File: src/design/mdrdr_pkg.sv
// shared constants and types for the dirty-row display refresh block
`timescale 1ns / 1ps
`default_nettype none

package mdrdr_pkg;

    localparam int DEF_MAX_ROW_BYTES = 32;
    localparam int DEF_MAX_ROWS      = 64;
    localparam int QUEUE_DEPTH       = 2;
    localparam int CFG_IDX_W         = 2;

    localparam logic [CFG_IDX_W-1:0] REG_ROW_BYTES = CFG_IDX_W'(0);
    localparam logic [CFG_IDX_W-1:0] REG_ROW_COUNT = CFG_IDX_W'(1);

    localparam logic [7:0] CMD_COLUMN   = 8'h15;
    localparam logic [7:0] CMD_ROW      = 8'h75;
    localparam logic [7:0] SHADOW_RESET = 8'hFF;
    localparam logic [2:0] SNAP_MARGIN  = 3'd4;

    localparam logic [5:0] RESET_ROW_BYTES = 6'd32;
    localparam logic [6:0] RESET_ROW_COUNT = 7'd32;

    typedef struct packed {
        logic full;
        logic probe_hit;
    } t_q_status;

endpackage

`default_nettype wire

File: src/design/mdrdr_back.sv
// back end: sends window and row commands, then the row's data from the shadow
`timescale 1ns / 1ps
`default_nettype none

module mdrdr_back import mdrdr_pkg::*; #(
    parameter int MAX_ROW_BYTES = DEF_MAX_ROW_BYTES,
    parameter int MAX_ROWS = DEF_MAX_ROWS,
    localparam int COL_W = (MAX_ROW_BYTES > 1) ? $clog2(MAX_ROW_BYTES) : 1,
    localparam int ROW_W = (MAX_ROWS > 1) ? $clog2(MAX_ROWS) : 1,
    localparam int DEPTH = MAX_ROW_BYTES * MAX_ROWS,
    localparam int ADDR_W = (DEPTH > 1) ? $clog2(DEPTH) : 1
) (
    input  wire logic              i_clk,
    input  wire logic              i_rst_n,
    input  wire logic              i_q_valid,
    input  wire logic              i_send_col,
    input  wire logic              i_send_row,
    input  wire logic [COL_W-1:0]  i_first,
    input  wire logic [COL_W-1:0]  i_last,
    input  wire logic [ROW_W-1:0]  i_row,
    input  wire logic [7:0]        i_rows_m1,
    output logic                   o_pop,
    output logic      [ADDR_W-1:0] o_rd_addr,
    input  wire logic [7:0]        i_rd_data,
    output logic                   o_busy,
    output logic      [ROW_W-1:0]  o_busy_row,
    output logic                   o_out_valid,
    input  wire logic              i_out_stall,
    output logic      [7:0]        o_out_byte,
    output logic                   o_is_command,
    output logic                   o_run_end
);

    localparam logic [1:0] LAST_K = 2'd2;

    typedef enum logic [2:0] {
        S_IDLE,
        S_COL,
        S_ROW,
        S_DRD,
        S_DOUT
    } t_state;

    t_state           r_state;
    logic             r_job_send_row;
    logic [COL_W-1:0] r_job_first;
    logic [COL_W-1:0] r_job_last;
    logic [ROW_W-1:0] r_job_row;
    logic [7:0]       r_job_rows_m1;
    logic [1:0]       r_k;
    logic [COL_W-1:0] r_c;
    logic             r_out_valid;
    logic [7:0]       r_out_byte;
    logic             r_out_cmd;
    logic             r_out_end;

    logic             out_free;
    logic             out_load;
    logic [7:0]       col_byte;
    logic [7:0]       row_byte;

    assign out_free = !r_out_valid || !i_out_stall;
    assign out_load = out_free &&
                      ((r_state == S_COL) || (r_state == S_ROW) || (r_state == S_DOUT));
    assign o_pop    = (r_state == S_IDLE) && i_q_valid;
    assign o_busy   = (r_state != S_IDLE);
    assign o_busy_row = r_job_row;
    assign o_rd_addr  = ADDR_W'(int'(r_job_row) * MAX_ROW_BYTES + int'(r_c));

    always_comb begin
        case (r_k)
            2'd0:    col_byte = CMD_COLUMN;
            2'd1:    col_byte = 8'(r_job_first);
            default: col_byte = 8'(r_job_last);
        endcase
        case (r_k)
            2'd0:    row_byte = CMD_ROW;
            2'd1:    row_byte = 8'(r_job_row);
            default: row_byte = r_job_rows_m1;
        endcase
    end

    always_ff @(posedge i_clk) begin
        if (!i_rst_n) begin
            r_state     <= S_IDLE;
            r_out_valid <= 1'b0;
            r_k         <= '0;
        end else begin
            if (out_load) begin
                r_out_valid <= 1'b1;
            end else if (!i_out_stall) begin
                r_out_valid <= 1'b0;
            end
            unique case (r_state)
                S_IDLE: begin
                    if (i_q_valid) begin
                        r_job_send_row <= i_send_row;
                        r_job_first    <= i_first;
                        r_job_last     <= i_last;
                        r_job_row      <= i_row;
                        r_job_rows_m1  <= i_rows_m1;
                        r_k            <= '0;
                        r_c            <= i_first;
                        if (i_send_col) begin
                            r_state <= S_COL;
                        end else if (i_send_row) begin
                            r_state <= S_ROW;
                        end else begin
                            r_state <= S_DRD;
                        end
                    end
                end
                S_COL: begin
                    if (out_free) begin
                        r_out_byte  <= col_byte;
                        r_out_cmd   <= 1'b1;
                        r_out_end   <= 1'b0;
                        if (r_k == LAST_K) begin
                            r_k     <= '0;
                            r_state <= r_job_send_row ? S_ROW : S_DRD;
                        end else begin
                            r_k <= r_k + 1'b1;
                        end
                    end
                end
                S_ROW: begin
                    if (out_free) begin
                        r_out_byte  <= row_byte;
                        r_out_cmd   <= 1'b1;
                        r_out_end   <= 1'b0;
                        if (r_k == LAST_K) begin
                            r_k     <= '0;
                            r_state <= S_DRD;
                        end else begin
                            r_k <= r_k + 1'b1;
                        end
                    end
                end
                S_DRD: begin
                    r_state <= S_DOUT;
                end
                S_DOUT: begin
                    if (out_free) begin
                        r_out_byte  <= i_rd_data;
                        r_out_cmd   <= 1'b0;
                        r_out_end   <= (r_c == r_job_last);
                        if (r_c == r_job_last) begin
                            r_state <= S_IDLE;
                        end else begin
                            r_c     <= r_c + 1'b1;
                            r_state <= S_DRD;
                        end
                    end
                end
            endcase
        end
    end

    assign o_out_valid  = r_out_valid;
    assign o_out_byte   = r_out_byte;
    assign o_is_command = r_out_cmd;
    assign o_run_end    = r_out_end;

    a_end_is_data: assert property (@(posedge i_clk) disable iff (!i_rst_n)
        (r_out_valid && r_out_end) |-> !r_out_cmd)
        else $error("run end flagged on a command byte");

    a_pop_starts_job: assert property (@(posedge i_clk) disable iff (!i_rst_n)
        o_pop |=> (r_state != S_IDLE))
        else $error("job popped but sequencer stayed idle");

endmodule

`default_nettype wire

File: config.mk
export PLATFORM = sky130hd
export DESIGN_NAME = mdrdr_back
export DESIGN_NICKNAME = d
export VERILOG_FILES = /design/src/design/mdrdr_pkg.sv /design/src/design/mdrdr_back.sv
export SDC_FILE = /design/constraint.sdc
export NUM_CORES = 1
export LEC_CHECK = 0
export BUFFER_PORTS_ARGS = -buffer_cell sky130_fd_sc_hd__buf_4
export CAP_MARGIN = 10
export CORE_MARGIN = 2
export CORE_UTILIZATION = 46
export DETAILED_ROUTE_END_ITERATION = 16
export GPL_ROUTABILITY_DRIVEN = 1
export PLACE_DENSITY_LB_ADDON = 0.2
export SYNTH_ARGS = -nofsm -noshare
export SYNTH_HDL_FRONTEND = slang
export SYNTH_SLANG_ARGS = --single-unit
File: constraint.sdc
create_clock -name i_clk -period 1.9 [get_ports i_clk]
set_input_delay 0.285 -clock i_clk [delete_from_list [all_inputs] [get_ports i_clk]]
set_output_delay 0.285 -clock i_clk [all_outputs]
set_load 0.1 [all_outputs]
==> impl_metrics.ini <==
[synth]
synth_top_cell_area_share_pct = 53.0
yosys_warnings = 0
synth_nets = 237
synth_seq_cells = 46
synth_cells = 198
synthFlopType = edfxtp_1
syn_area_um2 = 2270
synth.avg_cell_area_um2 = 11.4
synth-async-reset-ratio_pct = 0
synth_top_area_cell = edfxtp_1
synth.top_cells.by_area = edfxtp_1, dfxtp_1, o21ai_0, nand2_1, a22o_1
yosysUniqueCellTypes = 47
synth_edf_count = 40
ys_seq_area_share_pct = 58.3

[timing]
post-route-period-util_pct = 95.7
max_slew_margin_pct = 70.3
fmax_mhz = 550
maxSlewViolCount = 0
hold_viol = 0
clock_skew_ps = 7.94
setup_slack_ps = 82.0
final-setup-viol-count = 0
layout_min_cycle_time_ps = 1820
holdWs_ps = 159
tightest_slew_ps = 444
setup_tns_ps = 0
grt_setup_unrepaired = no

[worst_setup_path]
critPathKind = flip-flop to primary output
slowest_delay_ps = 370
arrival_ps = 1530
crit_fanout = 8
cp_top_family = buffers and inverters
cpMaxStageDelayCell = dfxtp_2
startpoint_type = flip-flop
worstSetupEndpointType = primary output
crit_buf_inv = 3
regToRegSetupSlack_ps = 200
path_cells = buf_4 -> nor3_2 -> nand2_1 -> inv_1 -> buf_8
worstPathRequired_ps = 1620

[routing]
m1WireLength_um = 2150
wl_met3_um = 332
ant_nets = 0
wl_met2_um = 2380
postRouteWirelength_um = 4930
viasPerCell = 5.30
dr_total_vias = 1761
wl_per_cell_um = 14.8
drt_iter0_drc = 246
top_layer = met4
drc = 0
dr.pass1.iters = 4

[placement]
place_worst_setup_slack_ps = 119
dpl.hpwl_um = 3770
io_buffers = 67
gp_congestion = 0.881

[floorplan]
initial_core_util_pct = 48.0
fp.dieH_um = 74.2
fp.dieArea_um2 = 5500
num_rows = 25
io-pin-count = 68
core-area_um2 = 4720
die_width_um = 74.2

[clock_network]
cts_buffer_depth = 2
cts.htree.levels = 2
cts.clk_slew.worst_paths_ps = 90
cts_sinks = 46
post_cts_buffers = 0
root_buffer = clkbuf_8
holdBufCountCts = 0
clock_latency_ps = 300
cts_tree = done
cts_buffers = 5

[power]
leakagePower_nw = 1.15
ir_drop_mv = 0.688
power.internal_mw = 2.31
pwr-share-seq_pct = 34.1
power.total_mw = 4.40
power_switching_mw = 2.09
p_comb_share_pct = 51.8
p_clk_share_pct = 14.1
switching_share_pct = 47.6
p_per_area_nw_per_um2 = 1490

[layout]
layout-drive-gt1-share_pct = 35.8
num_antenna_cells = 0
layout.area.seq_um2 = 1320
multi_input_area_um2 = 823
fin_nets = 303
syn2layout_area_growth_pct = 30.5
fin_util_pct = 62.6
n_fill_cell = 370

[grt]
track_usage_pct = 19.8
antenna_found_initial = 0
grt_max_degree = 25
grt_pass1_wl_um = 8150
grt_pass1_vias = 1694
overflow = 0

[job]
max_cap_viol_count = 0

[worst_hold_path]
hp-class = primary input to flip-flop

[status]
status = finished clean
-- path summary, 6_finish.rpt --
kind	start	endpoint	depth (start not counted)
setup / recovery	r_state[0]	o_pop	5
setup reg to reg	r_state[2]	o_out_byte[3]	4
hold / removal	i_last[2]	r_job_last[2]	1
hold reg to reg	r_job_rows_m1[7]	o_out_byte[7]	2
-- worst reg2reg max path, cell delays in order, from the launching register on --
cell and delay [ps]:
dfxtp_1 460, buf_4 260, nor2_1 70, a21oi_1 210
and3_1 390
-- placed cells by master, fill, tap and decap left out, types with 4 or more instances in the layout --
cell      count
nor2_1        8
buf_4        76
a21oi_1       7
nor2b_1       8
dfxtp_1       4
nand2_1      14
xnor2_1       6
nand3_1       6
inv_1         7
a22o_1        6
a221o_1       4
edfxtp_1     40
and3_1        4
clkbuf_8      6
nor3b_1       6
o21ai_0      15
-- sequential cells by signal, summed over array words and instances, names as in the netlist --
signal          flops
o_out_byte          8
r_job_rows_m1       8
o_busy_row          6
r_c                 5
r_job_first         5
r_job_last          5
r_state             3
r_k                 2
o_is_command        1
o_out_valid         1
o_run_end           1
r_job_send_row      1
-- cell families after synthesis --
logic type      after synthesis  share of synthesized area (%)
mux                           1                          0.497
simple gates                 62                           14.6
fa+ha+maj                     1                          0.552
buf+inv                      26                           5.80
flops                        46                           58.3
xor+xnor                      9                           3.48
compound gates               53                           16.7
-- cell type report --
cell class / instances / area share, %
multi-input combinational: 126 / 27.8
clock buffer: 6 / 2.79
timing repair buffer: 78 / 20.5
sequential: 46 / 44.8
tap: 67 / 2.83
clock inverter: 2 / 0.423
inverter: 7 / 0.888
-- what timing repair did --
| item | CTS | global route |
|---|---|---|
| setup endpoints to repair | 1 | 9 |
| hold endpoints to repair | 0 | 0 |
| gates cloned | 0 | 0 |
| resized for setup | 2 | 3 |
-- per-stage QoR --
step                      cells  area, um^2
after global routing        332        2960
after CTS                   332        2950
final                       332        2960
after floorplan             198        2270
after detailed placement    324        2850
after global placement      324        2850
-- power by group through the flow --
| stage | logic [mW] | registers [mW] | clock network [mW] |
|---|---|---|---|
| floorplan | 1.08 | 2.16 | 0 |
| global placement | 2.24 | 1.52 | 0 |
| detailed placement | 2.24 | 1.52 | 0 |
| CTS | 2.26 | 1.50 | 0.631 |
| global route | 2.42 | 1.53 | 0.666 |
| finish | 2.28 | 1.50 | 0.620 |
-- synthesized netlist by cell type (all sizes together), types with 2 or more instances --
library cell and instances:
and3 4, a221oi 3, nand2b 2, inv 7, nor2 8, clkbuf 9
nand3 6, dfxtp 6, a21oi 7, nor3 3, or2 4, nor2b 8
nand2 14, xnor2 6, buf 10, o21a 2, o21ai 15, nor3b 6
edfxtp 40, o2bb2ai 3, a221o 4, a22o 6, and2 3, xor2 3
or3 2
-- layer usage --
metal / track usage [%] / up-vias
li1: - / 866
met1: 27.5 / 810
met2: 30.3 / 77
met3: 5.01 / 8
met4: 7.27 / 0
met5: 0 / -
(Power assumes the default switching activity.)
