==> src/design/mdrdr_pkg.sv <==
// shared constants and types for the dirty-row display refresh block
`timescale 1ns / 1ps
`default_nettype none

package mdrdr_pkg;

    localparam int DEF_MAX_ROW_BYTES = 32;
    localparam int DEF_MAX_ROWS      = 64;
    localparam int QUEUE_DEPTH       = 2;
    localparam int CFG_IDX_W         = 2;

    localparam logic [CFG_IDX_W-1:0] REG_ROW_BYTES = CFG_IDX_W'(0);
    localparam logic [CFG_IDX_W-1:0] REG_ROW_COUNT = CFG_IDX_W'(1);

    localparam logic [7:0] CMD_COLUMN   = 8'h15;
    localparam logic [7:0] CMD_ROW      = 8'h75;
    localparam logic [7:0] SHADOW_RESET = 8'hFF;
    localparam logic [2:0] SNAP_MARGIN  = 3'd4;

    localparam logic [5:0] RESET_ROW_BYTES = 6'd32;
    localparam logic [6:0] RESET_ROW_COUNT = 7'd32;

    typedef struct packed {
        logic full;
        logic probe_hit;
    } t_q_status;

endpackage

`default_nettype wire

==> src/design/mdrdr_queue.sv <==
// short queue of row jobs between front and back, with a row probe
`timescale 1ns / 1ps
`default_nettype none

module mdrdr_queue import mdrdr_pkg::*; #(
    parameter int COL_W = 5,
    parameter int ROW_W = 6
) (
    input  wire logic             i_clk,
    input  wire logic             i_rst_n,
    input  wire logic             i_push,
    input  wire logic             i_send_col,
    input  wire logic             i_send_row,
    input  wire logic [COL_W-1:0] i_first,
    input  wire logic [COL_W-1:0] i_last,
    input  wire logic [ROW_W-1:0] i_row,
    input  wire logic [7:0]       i_rows_m1,
    input  wire logic             i_pop,
    output logic                  o_valid,
    output logic                  o_send_col,
    output logic                  o_send_row,
    output logic      [COL_W-1:0] o_first,
    output logic      [COL_W-1:0] o_last,
    output logic      [ROW_W-1:0] o_row,
    output logic      [7:0]       o_rows_m1,
    input  wire logic [ROW_W-1:0] i_probe_row,
    output t_q_status             o_status
);

    localparam int PW = (QUEUE_DEPTH > 1) ? $clog2(QUEUE_DEPTH) : 1;

    logic [QUEUE_DEPTH-1:0] r_vld;
    logic                   r_send_col [QUEUE_DEPTH];
    logic                   r_send_row [QUEUE_DEPTH];
    logic [COL_W-1:0]       r_first    [QUEUE_DEPTH];
    logic [COL_W-1:0]       r_last     [QUEUE_DEPTH];
    logic [ROW_W-1:0]       r_row      [QUEUE_DEPTH];
    logic [7:0]             r_rows_m1  [QUEUE_DEPTH];
    logic [PW-1:0]          r_wr;
    logic [PW-1:0]          r_rd;

    logic [QUEUE_DEPTH-1:0] hits;
    logic [QUEUE_DEPTH-1:0] n_vld;

    always_comb begin
        for (int i = 0; i < QUEUE_DEPTH; i++) begin
            hits[i] = r_vld[i] && (r_row[i] == i_probe_row);
        end
    end

    always_comb begin
        n_vld = r_vld;
        if (i_pop) begin
            n_vld[r_rd] = 1'b0;
        end
        if (i_push) begin
            n_vld[r_wr] = 1'b1;
        end
    end

    assign o_status.full      = &r_vld;
    assign o_status.probe_hit = |hits;

    assign o_valid    = r_vld[r_rd];
    assign o_send_col = r_send_col[r_rd];
    assign o_send_row = r_send_row[r_rd];
    assign o_first    = r_first[r_rd];
    assign o_last     = r_last[r_rd];
    assign o_row      = r_row[r_rd];
    assign o_rows_m1  = r_rows_m1[r_rd];

    always_ff @(posedge i_clk) begin
        if (!i_rst_n) begin
            r_vld <= '0;
            r_wr  <= '0;
            r_rd  <= '0;
        end else begin
            r_vld <= n_vld;
            if (i_pop) begin
                r_rd <= (r_rd == PW'(QUEUE_DEPTH - 1)) ? '0 : r_rd + 1'b1;
            end
            if (i_push) begin
                r_send_col[r_wr] <= i_send_col;
                r_send_row[r_wr] <= i_send_row;
                r_first[r_wr]    <= i_first;
                r_last[r_wr]     <= i_last;
                r_row[r_wr]      <= i_row;
                r_rows_m1[r_wr]  <= i_rows_m1;
                r_wr <= (r_wr == PW'(QUEUE_DEPTH - 1)) ? '0 : r_wr + 1'b1;
            end
        end
    end

    a_push_free: assert property (@(posedge i_clk) disable iff (!i_rst_n)
        i_push |-> !r_vld[r_wr])
        else $error("push overwrites a pending job");

    a_pop_valid: assert property (@(posedge i_clk) disable iff (!i_rst_n)
        i_pop |-> r_vld[r_rd])
        else $error("pop from an empty queue");

endmodule

`default_nettype wire

==> config.mk <==
export PLATFORM = sky130hd
export DESIGN_NAME = mdrdr_queue
export DESIGN_NICKNAME = d
export VERILOG_FILES = /design/src/design/mdrdr_pkg.sv /design/src/design/mdrdr_queue.sv
export SDC_FILE = /design/constraint.sdc
export NUM_CORES = 1
export LEC_CHECK = 0
export BUFFER_PORTS_ARGS = -buffer_cell sky130_fd_sc_hd__buf_4
export CORE_ASPECT_RATIO = 0.75
export CORE_MARGIN = 1
export CORE_UTILIZATION = 41
export CTS_CLUSTER_DIAMETER = 200
export DETAILED_ROUTE_END_ITERATION = 12
export PLACE_DENSITY = 0.65
export REMOVE_ABC_BUFFERS = 1
export SYNTH_ARGS = -nofsm -noshare
export SYNTH_HDL_FRONTEND = slang
export SYNTH_SLANG_ARGS = --single-unit
export TNS_END_PERCENT = 10
==> constraint.sdc <==
create_clock -name i_clk -period 4.6 [get_ports i_clk]
set_clock_uncertainty 0.05 [all_clocks]
set_input_delay 1.15 -clock i_clk [delete_from_list [all_inputs] [get_ports i_clk]]
set_output_delay 1.15 -clock i_clk [all_outputs]
set_load 0.02 [all_outputs]
==> results of run 1 <==
[area by class of cell]
type                            count  area (µm²)  area share (%)
Clock buffer                       11         131            4.34
Clock inverter                      5        46.3            1.53
Multi-Input combinational cell     57         599            19.8
Sequential cell                    57        1660            54.9
Tap cell                           75        93.8            3.10
Timing Repair Buffer               66         495            16.4
[placed cells by master, fill, tap and decap left out, types with 3 or more instances in the layout]
| cell | count |
|---|---|
| buf_4 | 66 |
| dfxtp_1 | 4 |
| clkbuf_8 | 9 |
| xnor2_1 | 12 |
| mux2_4 | 20 |
| edfxtp_1 | 52 |
| clkinv_1 | 3 |
| mux2_2 | 7 |
[final timing paths]
kind	slack, ns	cells after the start	startpoint	to
worst max-delay path	1.53	5	i_probe_row[2]	o_status[0]
worst min-delay path	0.50	2	r_rd	flip-flop
worst max register to register	2.95	2	r_wr	r_row[0][0]
worst min register to register	0.50	2	r_rd	flip-flop
[registers in the layout, summed over array words and instances, names as in the netlist, named ones only]
signal	cells
r_first	10
r_last	10
r_rd	1
r_row	12
r_rows_m1	16
r_send_col	2
r_send_row	2
r_vld	2
r_wr	1
[per-layer routing]
| metal | wire, µm | track usage (%) | vias up |
|---|---|---|---|
| li1 | - | - | 596 |
| met1 | 1670 | 16.3 | 593 |
| met2 | 1960 | 26.2 | 48 |
| met3 | 279 | 7.56 | 9 |
| met4 | 65 | 6.65 | 0 |
| met5 | 0 | 0 | - |
[stage by stage]
stage,power [µW],setup WS [ns],cell area (µm²)
2_1_floorplan,687,1.66,2260
3_3_place_gp,751,1.52,2850
3_5_place_dp,755,1.52,2850
4_1_cts,1180,1.51,3030
5_1_grt,1210,1.43,3030
6_report,1160,1.53,3030
[report_power, final]
| group | leakage, µW | switching, µW | internal, µW |
|---|---|---|---|
| clock | 0.0000898 | 177 | 244 |
| combinational | 0.000561 | 60.0 | 77.1 |
| sequential | 0.000519 | 16.7 | 590 |
| total | 0.00117 | 253 | 910 |
[logic make-up after synthesis]
family                    count (synthesis)  share of synthesized area (%)
AOI/OAI and AO/OA                         5                           1.68
xor gates and xnor gates                 13                           4.93
buffers and inverters                     3                           2.22
DFF                                      57                           71.9
muxes                                    27                           16.4
and+or+nand+nor                          12                           2.82
[critical path: cells and delay by family]
kind	cells	cell delay, ns
xor+xnor	1	0.14
buf+inv	2	0.29
simple gates	1	0.12
compound gates	1	0.17
==> results.sh, run 1 <==
export IMPL_outcome="finished clean"
export IMPL_drive_above_1_share_pct=55.1
export IMPL_ir_drop_uv=250
export IMPL_gp_congestion=0.707
export IMPL_layout_cells_non_filler=271
export IMPL_firstDrtPassIters=4
export IMPL_cts_htree_levels=3
export IMPL_max_cap_violations=0
export IMPL_clock_tree_root_cell="clkbuf_8"
export IMPL_arrival_ns=1.87
export IMPL_ys_top_cells_by_count="edfxtp_1 (52), mux2_4 (20), xnor2_1 (12), mux2_2 (7), dfxtp_1 (5)"
export IMPL_synth_most_common_cell="edfxtp_1"
export IMPL_critPathLaunchType="primary input"
export IMPL_dp_cells=255
export IMPL_clock_latency_ns=0.33
export IMPL_overflow=0
export IMPL_synth_flop_cell="edfxtp_1"
export IMPL_start_util_pct=42.9
export IMPL_cts_resized=0
export IMPL_synth_distinct_cells=18
export IMPL_grt_pass1_vias=1345
export IMPL_cts_tree="yes"
export IMPL_synth_seq_area_share_pct=71.9
export IMPL_post_cts_buffers=0
export IMPL_wire_per_inst_um=14.7
export IMPL_slew_headroom_pct=44.7
export IMPL_fin_hold_ws_ns=0.504
export IMPL_synthArstFlopShare_pct=0
export IMPL_die_area_um2=5940
export IMPL_place_port_buffers=64
export IMPL_vias_per_cell=4.60
export IMPL_final_core_util_pct=56.3
export IMPL_worst_path_max_delay_cell="o22ai_1"
export IMPL_yosys_warnings=0
export IMPL_crit_fanout=2
export IMPL_drc=0
export IMPL_period_needed_ns=3.07
export IMPL_end_kind="output port"
export IMPL_ys_seq_elements=57
export IMPL_syn_to_final_growth_pct=31.1
export IMPL_min_period_over_period_pct=66.8
export IMPL_setup_tns_ns=0
export IMPL_grt_max_degree=27
export IMPL_diodes=0
export IMPL_synth_edff_count=52
export IMPL_dp_hpwl_um=2760
export IMPL_worst_slew_pin_slew_ns=0.829
export IMPL_crit_top_cell="buf_4"
export IMPL_syn_inst=117
export IMPL_first_iter_violations=70
export IMPL_drtAntennaViolNets=0
export IMPL_synthesis_area_um2=2310
export IMPL_clk_pin_slew_ns=0.06
export IMPL_die_y_um=67
export IMPL_timing_final_hold_violations=0
export IMPL_synth_top_area_share_pct=67.6
export IMPL_crit_chain="buf_4 > xnor2_1 > nand4_1 > o22ai_1 > buf_4"
export IMPL_layout_nets=227
export IMPL_timing_fmax_mhz=325
export IMPL_setup_viol=0
export IMPL_hold_buffers=0
export IMPL_row_count=23
export IMPL_core_area_um2=5380
export IMPL_numCtsBuffers=9
export IMPL_synth_area_leaders="edfxtp_1 (68%), mux2_4 (13%), xnor2_1 (4.6%)"
export IMPL_p_leak_uw=0.00117
export IMPL_ios=65
export IMPL_wirelength_um=3980
export IMPL_rsz0062_at_grt="no"
export IMPL_syn_area_per_cell_um2=19.7
export IMPL_n_fill_cell=443
export IMPL_path_class="primary input to output port"
export IMPL_p_per_area_nw_per_um2=384
export IMPL_clock_sinks=57
export IMPL_grt_first_pass_wirelength_um=6280
export IMPL_yosysTopAreaCell="edfxtp_1"
export IMPL_worstPathRequired_ns=3.40
export IMPL_hold_class="flip-flop to flip-flop"
export IMPL_vias=1246
export IMPL_cp_slowest_stage_delay_ns=0.17
export IMPL_final_max_slew_viol_count=0
export IMPL_antenna_found_initial=0
export IMPL_dieWidth_um=88.7
export IMPL_cts_buffer_depth=2
export IMPL_grt_total_usage_pct=15.4
No activity file was read; power rests on OpenSTA's default activity.
==> run 2: changes to the inputs <==
Settings changed: PLACE_DENSITY 0.65 to 0.68.
Clock period 4.6 ns to 2.8 ns, I/O delays scaled along.
==> results.sh, run 2 (synthesized netlist as in run 1, its figures left out) <==
export IMPL_diodes=0
export IMPL_hold_buffers=0
export IMPL_crit_fanout=19
export IMPL_cts_tree="yes"
export IMPL_worst_slew_pin_slew_ns=0.371
export IMPL_min_period_over_period_pct=82.9
export IMPL_path_class="flip-flop to output port"
export IMPL_p_leak_uw=0.00117
export IMPL_hold_class="primary input to flip-flop"
export IMPL_critPathLaunchType="flip-flop"
export IMPL_ios=65
export IMPL_final_common_cell="buf_4"
export IMPL_overflow=0
export IMPL_arrival_ns=1.57
export IMPL_rr_worst_depth=2
export IMPL_power_uw=1950
export IMPL_ir_drop_uv=435
export IMPL_largest_register_ffs=16
export IMPL_grt_pass1_vias=1255
export IMPL_gp_congestion=0.683
export IMPL_syn_to_final_growth_pct=32.8
export IMPL_vias=1233
export IMPL_timing_final_hold_violations=0
export IMPL_row_count=23
export IMPL_grt_total_usage_pct=15.0
export IMPL_dp_hpwl_um=2750
export IMPL_layout_nets=228
export IMPL_clock_latency_ns=0.32
export IMPL_crit_chain="buf_12 > mux2_2 > buf_4"
export IMPL_wire_per_inst_um=14.5
export IMPL_firstDrtPassIters=4
export IMPL_place_port_buffers=64
export IMPL_place_worst_setup_slack_ns=0.607
export IMPL_vias_per_cell=4.53
export IMPL_r2r_end="r_rows_m1[1][4]"
export IMPL_die_y_um=67
export IMPL_seqPwrFrac_pct=50.7
export IMPL_antenna_found_initial=0
export IMPL_outcome="finished clean"
export IMPL_ff_latch_area_um2=1660
export IMPL_intPower_uw=1500
export IMPL_cts_resized=0
export IMPL_drive_above_1_share_pct=57.4
export IMPL_r2r_slack_ns=1.54
export IMPL_end_kind="output port"
export IMPL_final_max_slew_viol_count=0
export IMPL_grt_max_degree=28
export IMPL_grt_first_pass_wirelength_um=6090
export IMPL_dieWidth_um=88.7
export IMPL_cts_htree_levels=3
export IMPL_p_switching_uw=443
export IMPL_start_util_pct=42.9
export IMPL_core_area_um2=5380
export IMPL_cp_slowest_stage_delay_ns=0.50
export IMPL_setup_slack_ns=0.480
export IMPL_slew_headroom_pct=75.3
export IMPL_clk_pin_slew_ns=0.07
export IMPL_reg2reg_from="r_wr"
export IMPL_cts_buffer_depth=2
export IMPL_multiInputGateArea_um2=599
export IMPL_p_per_area_nw_per_um2=635
export IMPL_clockPowerShare_pct=37.2
export IMPL_top_register="r_rows_m1"
export IMPL_fin_hold_ws_ns=0.502
export IMPL_clock_sinks=57
export IMPL_die_area_um2=5940
export IMPL_drc=0
export IMPL_worst_path_max_delay_cell="dfxtp_2"
export IMPL_n_fill_cell=434
export IMPL_drtAntennaViolNets=0
export IMPL_layout_common_cells="buf_4 (66), edfxtp_1 (52), mux2_4 (20), xnor2_1 (12), clkbuf_8 (9)"
export IMPL_p_sw_share_pct=22.8
export IMPL_crit_end="o_first[2]"
export IMPL_wirelength_um=3950
export IMPL_rsz0062_at_grt="no"
export IMPL_reg_top3="r_rows_m1 (16), r_row (12)"
export IMPL_post_cts_buffers=0
export IMPL_setup_viol=0
export IMPL_period_needed_ns=2.32
export IMPL_max_cap_violations=0
export IMPL_clock_tree_root_cell="clkbuf_8"
export IMPL_first_iter_violations=30
export IMPL_worstPathRequired_ns=2.05
export IMPL_timing_fmax_mhz=431
export IMPL_setup_tns_ns=0
export IMPL_combPwrFrac_pct=12.1
export IMPL_numCtsBuffers=9
[run 2: cell count changes in the layout (fill, tap and decap cells not counted)]
cell / before / now
clkinvlp_4: 0 / 5
clkbuf_1: 2 / 0
clkinv_1: 3 / 1
buf_12: 0 / 1
clkinv_2: 1 / 0
[run 2: how the worst min path moves through the flow]
stage	start	endpoint	depth (start not counted)
2_1_floorplan	r_vld[0]	r_vld[0]	1
3_3_place_gp	r_rd	r_rd	2
3_5_place_dp	r_rd	flip-flop	2
4_1_cts	i_first[2]	r_first[1][2]	1
5_1_grt	i_first[2]	r_first[1][2]	1
6_report	i_first[0]	r_first[1][0]	1
[run 2: cell type report]
type	instances	share of cell area [%]
Sequential cell	57	54.2
Multi-Input combinational cell	57	19.5
Timing Repair Buffer	67	16.8
Clock buffer	9	4.04
Tap cell	75	3.06
Clock inverter	7	2.33
[run 2: metal layers]
metal | GRT usage, % | wire length [µm] | up-vias
met3 | 9.79 | 374 | 2
li1 | - | - | 595
met4 | 4.23 | 7 | 0
met2 | 23.7 | 1900 | 56
met1 | 16.7 | 1670 | 580
met5 | 0 | 0 | -
[run 2: stage by stage]
stage               std cells  area, µm²  util (%)
floorplan                 114       2260         -
detailed placement        256       2870      53.4
finish                    272       3070      57.0
global placement          256       2870      53.4
global route              272       3070      57.0
CTS                       272       3070      57.0
[run 2: power by group through the flow]
| stage | Combinational [µW] | Sequential [µW] | Clock [µW] |
|---|---|---|---|
| after detailed placement | 239 | 1010 | 0 |
| after global routing | 253 | 991 | 787 |
| final | 236 | 987 | 723 |
| after global placement | 233 | 1000 | 0 |
| after floorplan | 123 | 1010 | 0 |
| after CTS | 240 | 987 | 745 |
[run 2: worst max-delay path, delay by kind of cell (launching register included)]
| kind | cells | cell delay, ns |
|---|---|---|
| mux | 1 | 0.35 |
| flops | 1 | 0.50 |
| buf+inv | 2 | 0.39 |
