**config.mk**
```make
export PLATFORM = sky130hd
export DESIGN_NAME = mdrdr_front
export DESIGN_NICKNAME = d
export VERILOG_FILES = /design/src/design/mdrdr_pkg.sv /design/src/design/mdrdr_front.sv
export SDC_FILE = /design/constraint.sdc
export NUM_CORES = 1
export LEC_CHECK = 0
export BUFFER_PORTS_ARGS = -buffer_cell sky130_fd_sc_hd__buf_2
export CORE_AREA = 2 2 92 94
export CTS_CLUSTER_DIAMETER = 120
export DETAILED_ROUTE_END_ITERATION = 12
export DIE_AREA = 0 0 94 96
export PLACE_DENSITY = 0.83
export SLEW_MARGIN = 0
export SYNTH_ARGS = -nofsm -noshare
export SYNTH_HDL_FRONTEND = slang
export SYNTH_SLANG_ARGS = --single-unit
```
**constraint.sdc**
```tcl
create_clock -name i_clk -period 9.2 [get_ports i_clk]
set_input_delay 1.84 -clock i_clk [delete_from_list [all_inputs] [get_ports i_clk]]
set_output_delay 1.84 -clock i_clk [all_outputs]
set_load 0.01 [all_outputs]
```
**src/design/mdrdr_pkg.sv**
```systemverilog
// shared constants and types for the dirty-row display refresh block
`timescale 1ns / 1ps
`default_nettype none

package mdrdr_pkg;

    localparam int DEF_MAX_ROW_BYTES = 32;
    localparam int DEF_MAX_ROWS      = 64;
    localparam int QUEUE_DEPTH       = 2;
    localparam int CFG_IDX_W         = 2;

    localparam logic [CFG_IDX_W-1:0] REG_ROW_BYTES = CFG_IDX_W'(0);
    localparam logic [CFG_IDX_W-1:0] REG_ROW_COUNT = CFG_IDX_W'(1);

    localparam logic [7:0] CMD_COLUMN   = 8'h15;
    localparam logic [7:0] CMD_ROW      = 8'h75;
    localparam logic [7:0] SHADOW_RESET = 8'hFF;
    localparam logic [2:0] SNAP_MARGIN  = 3'd4;

    localparam logic [5:0] RESET_ROW_BYTES = 6'd32;
    localparam logic [6:0] RESET_ROW_COUNT = 7'd32;

    typedef struct packed {
        logic full;
        logic probe_hit;
    } t_q_status;

endpackage

`default_nettype wire

```
**src/design/mdrdr_front.sv**
```systemverilog
// front end: shadow compare, span tracking, window and row decisions
`timescale 1ns / 1ps
`default_nettype none

module mdrdr_front import mdrdr_pkg::*; #(
    parameter int MAX_ROW_BYTES = DEF_MAX_ROW_BYTES,
    parameter int MAX_ROWS = DEF_MAX_ROWS,
    localparam int COL_W = (MAX_ROW_BYTES > 1) ? $clog2(MAX_ROW_BYTES) : 1,
    localparam int ROW_W = (MAX_ROWS > 1) ? $clog2(MAX_ROWS) : 1,
    localparam int DEPTH = MAX_ROW_BYTES * MAX_ROWS,
    localparam int ADDR_W = (DEPTH > 1) ? $clog2(DEPTH) : 1
) (
    input  wire logic                 i_clk,
    input  wire logic                 i_rst_n,
    input  wire logic                 i_in_valid,
    output logic                      o_in_stall,
    input  wire logic [7:0]           i_pixel_byte,
    input  wire logic                 i_cfg_valid,
    output logic                      o_cfg_ready,
    input  wire logic [CFG_IDX_W-1:0] i_cfg_index,
    input  wire logic [7:0]           i_cfg_data,
    output logic                      o_mem_we,
    output logic      [ADDR_W-1:0]    o_mem_waddr,
    output logic      [7:0]           o_mem_wdata,
    output logic      [ADDR_W-1:0]    o_mem_raddr,
    input  wire logic [7:0]           i_mem_rdata,
    input  wire t_q_status            i_q_status,
    output logic      [ROW_W-1:0]     o_probe_row,
    output logic                      o_q_push,
    output logic                      o_job_send_col,
    output logic                      o_job_send_row,
    output logic      [COL_W-1:0]     o_job_first,
    output logic      [COL_W-1:0]     o_job_last,
    output logic      [ROW_W-1:0]     o_job_row,
    output logic      [7:0]           o_job_rows_m1,
    input  wire logic                 i_back_busy,
    input  wire logic [ROW_W-1:0]     i_back_row
);

    localparam int KW = COL_W + 3;
    localparam int EXP_W = ROW_W + 1;

    typedef enum logic [1:0] {
        S_CLEAR,
        S_IDLE,
        S_CMP
    } t_state;

    t_state            r_state;
    logic [ADDR_W-1:0] r_clr_addr;
    logic [COL_W-1:0]  r_col;
    logic [ROW_W-1:0]  r_row;
    logic [COL_W-1:0]  r_span_first;
    logic [COL_W-1:0]  r_span_last;
    logic              r_row_changed;
    logic [COL_W-1:0]  r_win_first;
    logic [COL_W-1:0]  r_win_last;
    logic              r_win_valid;
    logic [EXP_W-1:0]  r_exp_row;
    logic              r_exp_valid;
    logic [7:0]        r_px;
    logic [5:0]        r_row_bytes;
    logic [6:0]        r_row_count;

    logic              in_acc;
    logic              row_hit;
    logic [ADDR_W-1:0] cur_addr;
    logic              changed;
    logic [COL_W-1:0]  n_first;
    logic [COL_W-1:0]  n_last;
    logic              n_changed;
    logic [6:0]        rb_eff;
    logic [8:0]        rc_eff;
    logic              row_end;
    logic              frame_end;
    logic [ROW_W-1:0]  n_row;
    logic              keep;
    logic              push;

    assign cur_addr = ADDR_W'(int'(r_row) * MAX_ROW_BYTES + int'(r_col));

    assign row_hit = i_q_status.probe_hit || (i_back_busy && (i_back_row == r_row));
    assign o_in_stall = !((r_state == S_IDLE) && !i_q_status.full && !row_hit);
    assign in_acc = i_in_valid && !o_in_stall;
    assign o_cfg_ready = 1'b1;

    // effective register values
    always_comb begin
        if (r_row_bytes == 6'd0) begin
            rb_eff = 7'd1;
        end else if ({1'b0, r_row_bytes} > 7'(MAX_ROW_BYTES)) begin
            rb_eff = 7'(MAX_ROW_BYTES);
        end else begin
            rb_eff = {1'b0, r_row_bytes};
        end
        if (r_row_count == 7'd0) begin
            rc_eff = 9'd1;
        end else if ({2'b00, r_row_count} > 9'(MAX_ROWS)) begin
            rc_eff = 9'(MAX_ROWS);
        end else begin
            rc_eff = {2'b00, r_row_count};
        end
    end

    assign changed   = (i_mem_rdata != r_px);
    assign n_first   = (changed && !r_row_changed) ? r_col : r_span_first;
    assign n_last    = changed ? r_col : r_span_last;
    assign n_changed = r_row_changed | changed;
    assign row_end   = (7'(r_col) + 7'd1) >= rb_eff;
    assign frame_end = (9'(r_row) + 9'd1) >= rc_eff;
    assign n_row     = frame_end ? '0 : r_row + 1'b1;

    // new span strictly inside the old window, within the margin on each side
    assign keep = r_win_valid
               && (n_first > r_win_first)
               && (KW'(n_first) <= KW'(r_win_first) + KW'(SNAP_MARGIN))
               && (n_last < r_win_last)
               && (KW'(n_last) + KW'(SNAP_MARGIN) >= KW'(r_win_last));

    assign push = (r_state == S_CMP) && row_end && n_changed;

    assign o_q_push       = push;
    assign o_job_send_col = !keep;
    assign o_job_send_row = !(r_exp_valid && (r_exp_row == EXP_W'(r_row)));
    assign o_job_first    = keep ? r_win_first : n_first;
    assign o_job_last     = keep ? r_win_last : n_last;
    assign o_job_row      = r_row;
    assign o_job_rows_m1  = 8'(rc_eff - 9'd1);
    assign o_probe_row    = r_row;

    assign o_mem_we    = (r_state == S_CLEAR) || (r_state == S_CMP);
    assign o_mem_waddr = (r_state == S_CLEAR) ? r_clr_addr : cur_addr;
    assign o_mem_wdata = (r_state == S_CLEAR) ? SHADOW_RESET : r_px;
    assign o_mem_raddr = cur_addr;

    always_ff @(posedge i_clk) begin
        if (!i_rst_n) begin
            r_state       <= S_CLEAR;
            r_clr_addr    <= '0;
            r_col         <= '0;
            r_row         <= '0;
            r_span_first  <= '0;
            r_span_last   <= '0;
            r_row_changed <= 1'b0;
            r_win_first   <= '0;
            r_win_last    <= '0;
            r_win_valid   <= 1'b0;
            r_exp_row     <= '0;
            r_exp_valid   <= 1'b0;
            r_row_bytes   <= RESET_ROW_BYTES;
            r_row_count   <= RESET_ROW_COUNT;
        end else begin
            if (i_cfg_valid) begin
                unique case (i_cfg_index)
                    REG_ROW_BYTES: r_row_bytes <= i_cfg_data[5:0];
                    REG_ROW_COUNT: r_row_count <= i_cfg_data[6:0];
                    default: ;
                endcase
            end
            unique case (r_state)
                S_CLEAR: begin
                    r_clr_addr <= r_clr_addr + 1'b1;
                    if (r_clr_addr == ADDR_W'(DEPTH - 1)) begin
                        r_state <= S_IDLE;
                    end
                end
                S_IDLE: begin
                    if (in_acc) begin
                        r_px <= i_pixel_byte;
                        // frame start
                        if ((r_col == '0) && (r_row == '0)) begin
                            r_win_valid <= 1'b0;
                            r_exp_valid <= 1'b0;
                        end
                        r_state <= S_CMP;
                    end
                end
                S_CMP: begin
                    r_state <= S_IDLE;
                    if (row_end) begin
                        r_row_changed <= 1'b0;
                        r_span_first  <= '0;
                        r_span_last   <= '0;
                        r_col         <= '0;
                        r_row         <= n_row;
                        if (n_changed) begin
                            if (!keep) begin
                                r_win_first <= n_first;
                                r_win_last  <= n_last;
                                r_win_valid <= 1'b1;
                            end
                            r_exp_row   <= EXP_W'(r_row) + 1'b1;
                            r_exp_valid <= 1'b1;
                        end
                    end else begin
                        r_col         <= r_col + 1'b1;
                        r_span_first  <= n_first;
                        r_span_last   <= n_last;
                        r_row_changed <= n_changed;
                    end
                end
            endcase
        end
    end

    a_push_room: assert property (@(posedge i_clk) disable iff (!i_rst_n)
        push |-> !i_q_status.full)
        else $error("row job pushed into a full queue");

    a_span_cleared: assert property (@(posedge i_clk) disable iff (!i_rst_n)
        (r_state == S_CMP && row_end) |=> (!r_row_changed && r_col == '0))
        else $error("span tracker not cleared after row end");

endmodule

`default_nettype wire

```
==> results of run 1 <==
[through the flow]
stage / cell area (um^2) / power (mW) / setup slack (ps) / utilization / std cells
global placement: 5030 / 0.388 / 2030 / 0.625 / 707
CTS: 5290 / 0.720 / 2000 / 0.657 / 722
floorplan: 4640 / 0.371 / 2880 / - / 542
detailed placement: 5030 / 0.390 / 2020 / 0.625 / 707
global route: 5290 / 0.739 / 1800 / 0.657 / 722
finish: 5290 / 0.718 / 1980 / 0.657 / 722
[synth_stat cells (all sizes together) (8+ instances only)]
| cell type | instances | area, um^2 |
|---|---|---|
| clkbuf | 16 | 60.1 |
| inv | 25 | 93.8 |
| nor2 | 67 | 254 |
| a21oi | 33 | 173 |
| nor3 | 10 | 50.1 |
| edfxtp | 8 | 240 |
| o21ai | 23 | 115 |
| xnor2 | 13 | 114 |
| mux2i | 13 | 130 |
| xor2 | 25 | 219 |
| buf | 26 | 195 |
| ha | 37 | 463 |
| nand3 | 18 | 90.1 |
| a21o | 8 | 60.1 |
| dfxtp | 67 | 1340 |
| mux2 | 20 | 225 |
| nand2 | 51 | 194 |
| or2 | 8 | 50.1 |
| o311a | 11 | 111 |
[state kept, by name (all words and copies together) (netlist names), 6 cells and up]
name         count
o_job_row        6
r_clr_addr      11
r_exp_row        7
r_px             8
r_row_bytes      6
r_row_count      7
[metal layers]
layer / vias to the layer above / global-route usage
met5: - / 0
met4: 0 / 0.0713
met3: 15 / 0.0423
met2: 156 / 0.463
met1: 1894 / 0.291
li1: 2004 / -
[worst min-delay path, stage by stage, from the launching register on]
cell and delay (ps):
dfxtp_1 310, nand2_1 50, a21oi_1 50
[kinds of logic (layout without fill, tap and decap cells)]
group           after synthesis  after routing  share of synthesized area
xor+xnor                     38             38                     0.0717
buf+inv                      69            144                     0.0769
fa+ha+maj                    37             37                     0.0998
simple gates                185            185                      0.184
mux                          33             33                     0.0766
flops                        75             75                      0.341
compound gates              103            103                      0.148
other cells                   2              2                    0.00162
[report_power, final]
group | switching [mW] | internal [mW]
Combinational | 0.0261 | 0.0198
Sequential | 0.00363 | 0.333
Clock | 0.122 | 0.213
Total | 0.152 | 0.566
[how the worst max path moves through the flow]
| stage | endpoint | slack [ps] |
|---|---|---|
| after detailed placement | o_job_first[0] | 2020 |
| final | o_job_first[0] | 1980 |
| after global placement | o_job_first[0] | 2030 |
| after floorplan | o_job_first[1] | 2880 |
| after global routing | o_job_last[0] | 1800 |
| after CTS | o_job_first[0] | 2000 |
[layout make-up]
class                           instances  area share
Inverter                               27      0.0191
Clock buffer                           10      0.0260
Sequential cell                        75       0.299
Timing Repair Buffer                  102      0.0969
Multi-Input combinational cell        398       0.511
Tap cell                              105      0.0248
Clock inverter                          5      0.0236
==> flow_summary_export.csv, run 1 <==
group,metric,value,unit
outcome,status,"completed",
clock_tree,clk_path_buf_depth,2,
placed_design,gp_congestion,0.882,
detailed_routing,vias_per_cell,5.64,
grt,grt_max_degree,53,
sta,hold_violations,0,
clock_tree,cts-root-buf,"clkbuf_8",
layout,nets,689,
sta,worst_slew_pin_slew,1040,ps
placed_design,hpwl,8.00,mm
yosys,synth_cells,542,
placed_design,portBuffers,101,
die,coreArea,8050,um^2
detailed_routing,final_antenna_net_count,0,
clock_tree,cts_setup_buffers,0,
setup_path,critPathCaptureType,"output pin",
yosys,synth_area,4640,um^2
grt,grt_pass1_wl,17.6,mm
detailed_routing,drc_errors,0,
sta,final-max-slew-violation-count,0,
setup_path,path_cells,"buf_2, xor2_1, nor4_2, a21oi_1, mux2_2, ha_1, a21o_1, a211oi_1, o211a_1, o311a_2, mux2_1, buf_2",
layout,area_delta_synth_final,14.1,%
layout,num-fill-cells,690,
setup_path,rr_endpoint,"r_exp_row[2]$_SDFFE_PN0P_",
clock_tree,cts_tree,"built",
detailed_routing,top_layer,"met4",
yosys,yosysSeqAreaShare,0.341,
clock_tree,cts_sinks,75,
grt,grt_overflow,0,
detailed_routing,met3_wirelength,842,um
worst_hold_path,min_to,"r_exp_row[6]$_SDFFE_PN0P_",
setup_path,crit_arrival,5380,ps
setup_path,cp-start-kind,"input port",
power_and_ir_drop,powerDensity,136,nW/um^2
sta,setup_tns,0,ps
die,die-area,9020,um^2
sta,whs,461,ps
setup_path,critPathMostFrequentCell,"buf_2",
sta,fin_skew,7.53,ps
sta,rsz0062_at_grt,"false",
setup_path,critPathKind,"in -> out",
worst_hold_path,hold_start,"r_exp_row[6]$_SDFFE_PN0P_",
clock_tree,post_cts_resized,0,
worst_hold_path,hold_class,"reg -> reg",
setup_path,rr_worst_depth,10,
layout,multi_input_area,2700,um^2
detailed_routing,dr.pass1.iters,5,
sta,finalCriticalPeriod,7220,ps
detailed_routing,wl_met1,4.48,mm
layout,final_common_cell,"buf_2",
setup_path,worstSetupPathDepth,12,
grt,grt_pass1_vias,3822,
grt,grt_usage,0.248,
sta,max_slew_margin,0.305,
setup_path,crit_family,"compound AO/OA/AOI/OAI gates",
setup_path,critPathMaxFanout,39,
sta,max_freq,0.139,GHz
layout,register_area,1580,um^2
die,start_util,0.576,
setup_path,critPathMaxStageDelay,620,ps
yosys,yosysWarnings,0,
setup_path,reg2reg_from,"r_col[0]$_SDFFE_PN0P_",
power_and_ir_drop,peakVddDrop,70.5,uV
detailed_routing,wl_met2,5.49,mm
detailed_routing,drt_iter0_drc,193,
setup_path,cp_num_buf_inv,2,
die,rows,33,
power_and_ir_drop,leakagePower,2.41,nW
clock_tree,htreeDepth,3,
worst_hold_path,whs_path_depth,2,
detailed_routing,vias,4069,
layout,drive_gt1_frac,0.250,
yosys,ys_dominant_reg_cell,"dfxtp_1",
yosys,ys_seq_elements,75,
die,io_pins,105,
setup_path,slowest_stage,"o311a_2",
yosys,syn-num-nets,618,
setup_path,crit_path_start,"i_mem_rdata[1]",
sta,final-setup-viol-count,0,
flow_run,drv_cap,0,
detailed_routing,wl_per_cell,15.2,um
die,die-height,96,um
yosys,ys_async_sr_fraction,0,
setup_path,rrSetupSlack,5270,ps
clock_tree,numCtsBuffers,9,
setup_path,critical_path_required,7360,ps
grt,antenna_found_initial,0,
detailed_routing,drt_wl_total,11.0,mm
clock_tree,postCtsHoldBufs,0,
die,dieWidth,94,um
yosys,synth_area_per_cell,8.56,um^2
yosys,synthDistinctLibCells,55,
layout,diodes,0,
yosys,synth-edff-count,8,
clock_tree,clk_pin_slew,70,ps
clock_tree,clk_latency,350,ps
layout,layout_common_cells,"buf_2, dfxtp_1, nor2_1",
sta,post-route-period-util,0.784,
(Power assumes the default switching activity.)
==> run 2: changes to the inputs <==
Settings changed: CORE_AREA 2 2 92 94 to 2 2 95 97, DIE_AREA 0 0 94 96 to 0 0 97 99, PLACE_DENSITY 0.83 to 0.78.
Clock period 9.2 ns to 7.3 ns, I/O delays scaled along.
==> run 2 against run 1 <==
  * Wire length fell by 2.8%
  * Clock skew grew 3.0 ps
  * Clock power fell by 4%
  * Hold slack got worse by 9.8 ps
  * Clock-buffer cell count is 3 higher
  * Global-route usage is 2.2 points lower
  * Utilization fell by 4.4 points
  * Highest routed layer unchanged
  * Register-to-register slack lost 1500 ps
  * Non-clock buffer count increased by 1
  * Critical endpoint unchanged
  * Final area down 0.83%
  * Cell count rose by 0.69%
==> flow_summary_export.csv, run 2 (synthesis gave the netlist of run 1 again) <==
group,metric,value,unit
outcome,status,"completed",
placed_design,portBuffers,101,
die,rows,34,
layout,layout_common_cells,"buf_2, dfxtp_1, nor2_1",
clock_tree,htreeDepth,3,
sta,fin_skew,10.5,ps
layout,area_delta_synth_final,13.2,%
sta,setup_tns,0,ps
clock_tree,cts_setup_buffers,0,
die,die-height,99,um
clock_tree,clk_path_buf_depth,2,
placed_design,pre_cts_ws,1020,ps
setup_path,cp-start-kind,"input port",
clock_tree,cts_sinks,75,
placed_design,postPlaceCellArea,5040,um^2
setup_path,critPathMaxFanout,39,
clock_tree,cts-root-buf,"clkbuf_8",
sta,whs,451,ps
layout,final_cell_area,5250,um^2
sta,post-route-period-util,0.858,
die,die-area,9600,um^2
grt,grt_usage,0.226,
power_and_ir_drop,leakagePower,2.39,nW
detailed_routing,vias,3976,
sta,rsz0062_at_grt,"false",
detailed_routing,drt_wl_total,10.7,mm
clock_tree,numCtsBuffers,9,
die,io_pins,105,
grt,grt_pass1_vias,3874,
layout,final_cells,727,
layout,largest_reg_flops,11,
layout,largest_register,"r_clr_addr",
setup_path,critical_path_required,5840,ps
power_and_ir_drop,powerDensity,153,nW/um^2
placed_design,hpwl,7.91,mm
worst_hold_path,whs_path_depth,2,
grt,grt_max_degree,53,
detailed_routing,wl_per_cell,14.7,um
detailed_routing,drc_errors,0,
worst_hold_path,hold_class,"reg -> reg",
flow_run,drv_cap,0,
die,dieWidth,97,um
sta,final-max-slew-violation-count,0,
power_and_ir_drop,peakVddDrop,92.7,uV
setup_path,rr_worst_depth,11,
layout,num-fill-cells,765,
sta,finalCriticalPeriod,6260,ps
grt,antenna_found_initial,0,
layout,final_common_cell,"buf_2",
sta,hold_violations,0,
die,start_util,0.543,
clock_tree,clk_pin_slew,70,ps
setup_path,crit_arrival,4800,ps
setup_path,critPathKind,"in -> out",
die,coreArea,8550,um^2
clock_tree,cts_tree,"built",
detailed_routing,final_antenna_net_count,0,
detailed_routing,vias_per_cell,5.47,
layout,drive_gt1_frac,0.252,
sta,final-setup-viol-count,0,
clock_tree,clk_latency,350,ps
clock_tree,postCtsHoldBufs,0,
detailed_routing,drt_iter0_drc,148,
layout,diodes,0,
layout,nets,690,
clock_tree,post_cts_resized,0,
grt,grt_pass1_wl,17.7,mm
detailed_routing,dr.pass1.iters,5,
setup_path,critPathCaptureType,"output pin",
placed_design,placedCellCount,711,
placed_design,gp_congestion,0.852,
grt,grt_overflow,0,
sta,max_slew_margin,0.294,
sta,max_freq,0.160,GHz
sta,worst_slew_pin_slew,1060,ps
sta,final.setup.worst_slack,1040,ps
layout,top_regs,"r_clr_addr (11), r_px (8)",
run 2: cell count changes in the layout (fill, tap and decap cells not counted), sizes merged:
| cell | change |
|---|---|
| buf | +1 |
| bufinv | -4 |
| clkbuf | +3 |
| clkinv | +1 |
| clkinvlp | +1 |
run 2: report_power, final:
part | internal [mW] | leakage [nW] | switching (mW)
clock | 0.171 | 0.107 | 0.152
combinational | 0.0249 | 1.67 | 0.0315
sequential | 0.420 | 0.613 | 0.00454
total | 0.616 | 2.39 | 0.188
run 2: path summary, 6_finish.rpt:
path | slack, ps | end | from
max | 1040 | o_job_first[0] | i_mem_rdata[5]
min | 450 | r_span_last[0]$_SDFFE_PN0P_ | r_span_last[0]$_SDFFE_PN0P_
max reg2reg | 3730 | r_win_last[4]$_SDFFE_PN0P_ | r_px[5]$_DFFE_PP_
min reg2reg | 450 | r_span_last[0]$_SDFFE_PN0P_ | r_span_last[0]$_SDFFE_PN0P_
run 2: final cells by class:
cell class / count / area (um^2) / area share
clock buffer: 13 / 190 / 0.0362
inverter: 27 / 101 / 0.0193
multi-input combinational: 398 / 2700 / 0.515
clock inverter: 3 / 17.5 / 0.00334
timing repair buffer: 103 / 520 / 0.0991
tap: 108 / 135 / 0.0257
sequential: 75 / 1580 / 0.301
run 2: worst max-delay path, cell delays in order:
cell and delay (ps):
buf_2 100, xor2_1 150, nor4_2 380, nand2_2 220, mux2_2 360, ha_1 300
nor2b_1 130, o21a_1 180, o21a_1 160, o21ai_0 160, o311a_2 670, mux2_1 380
buf_2 140
run 2: stage by stage:
step / util / power [mW]
after floorplan: - / 0.467
after global placement: 0.590 / 0.488
after detailed placement: 0.590 / 0.491
after CTS: 0.614 / 0.810
after global routing: 0.614 / 0.834
final: 0.614 / 0.804
run 2: per-layer routing:
| metal | vias up | GRT usage | part of all wire |
|---|---|---|---|
| li1 | 2002 | - | - |
| met1 | 1858 | 0.268 | 0.43 |
| met2 | 99 | 0.402 | 0.50 |
| met3 | 17 | 0.0397 | 0.050 |
| met4 | 0 | 0.0975 | 0.020 |
| met5 | - | 0 | 0 |
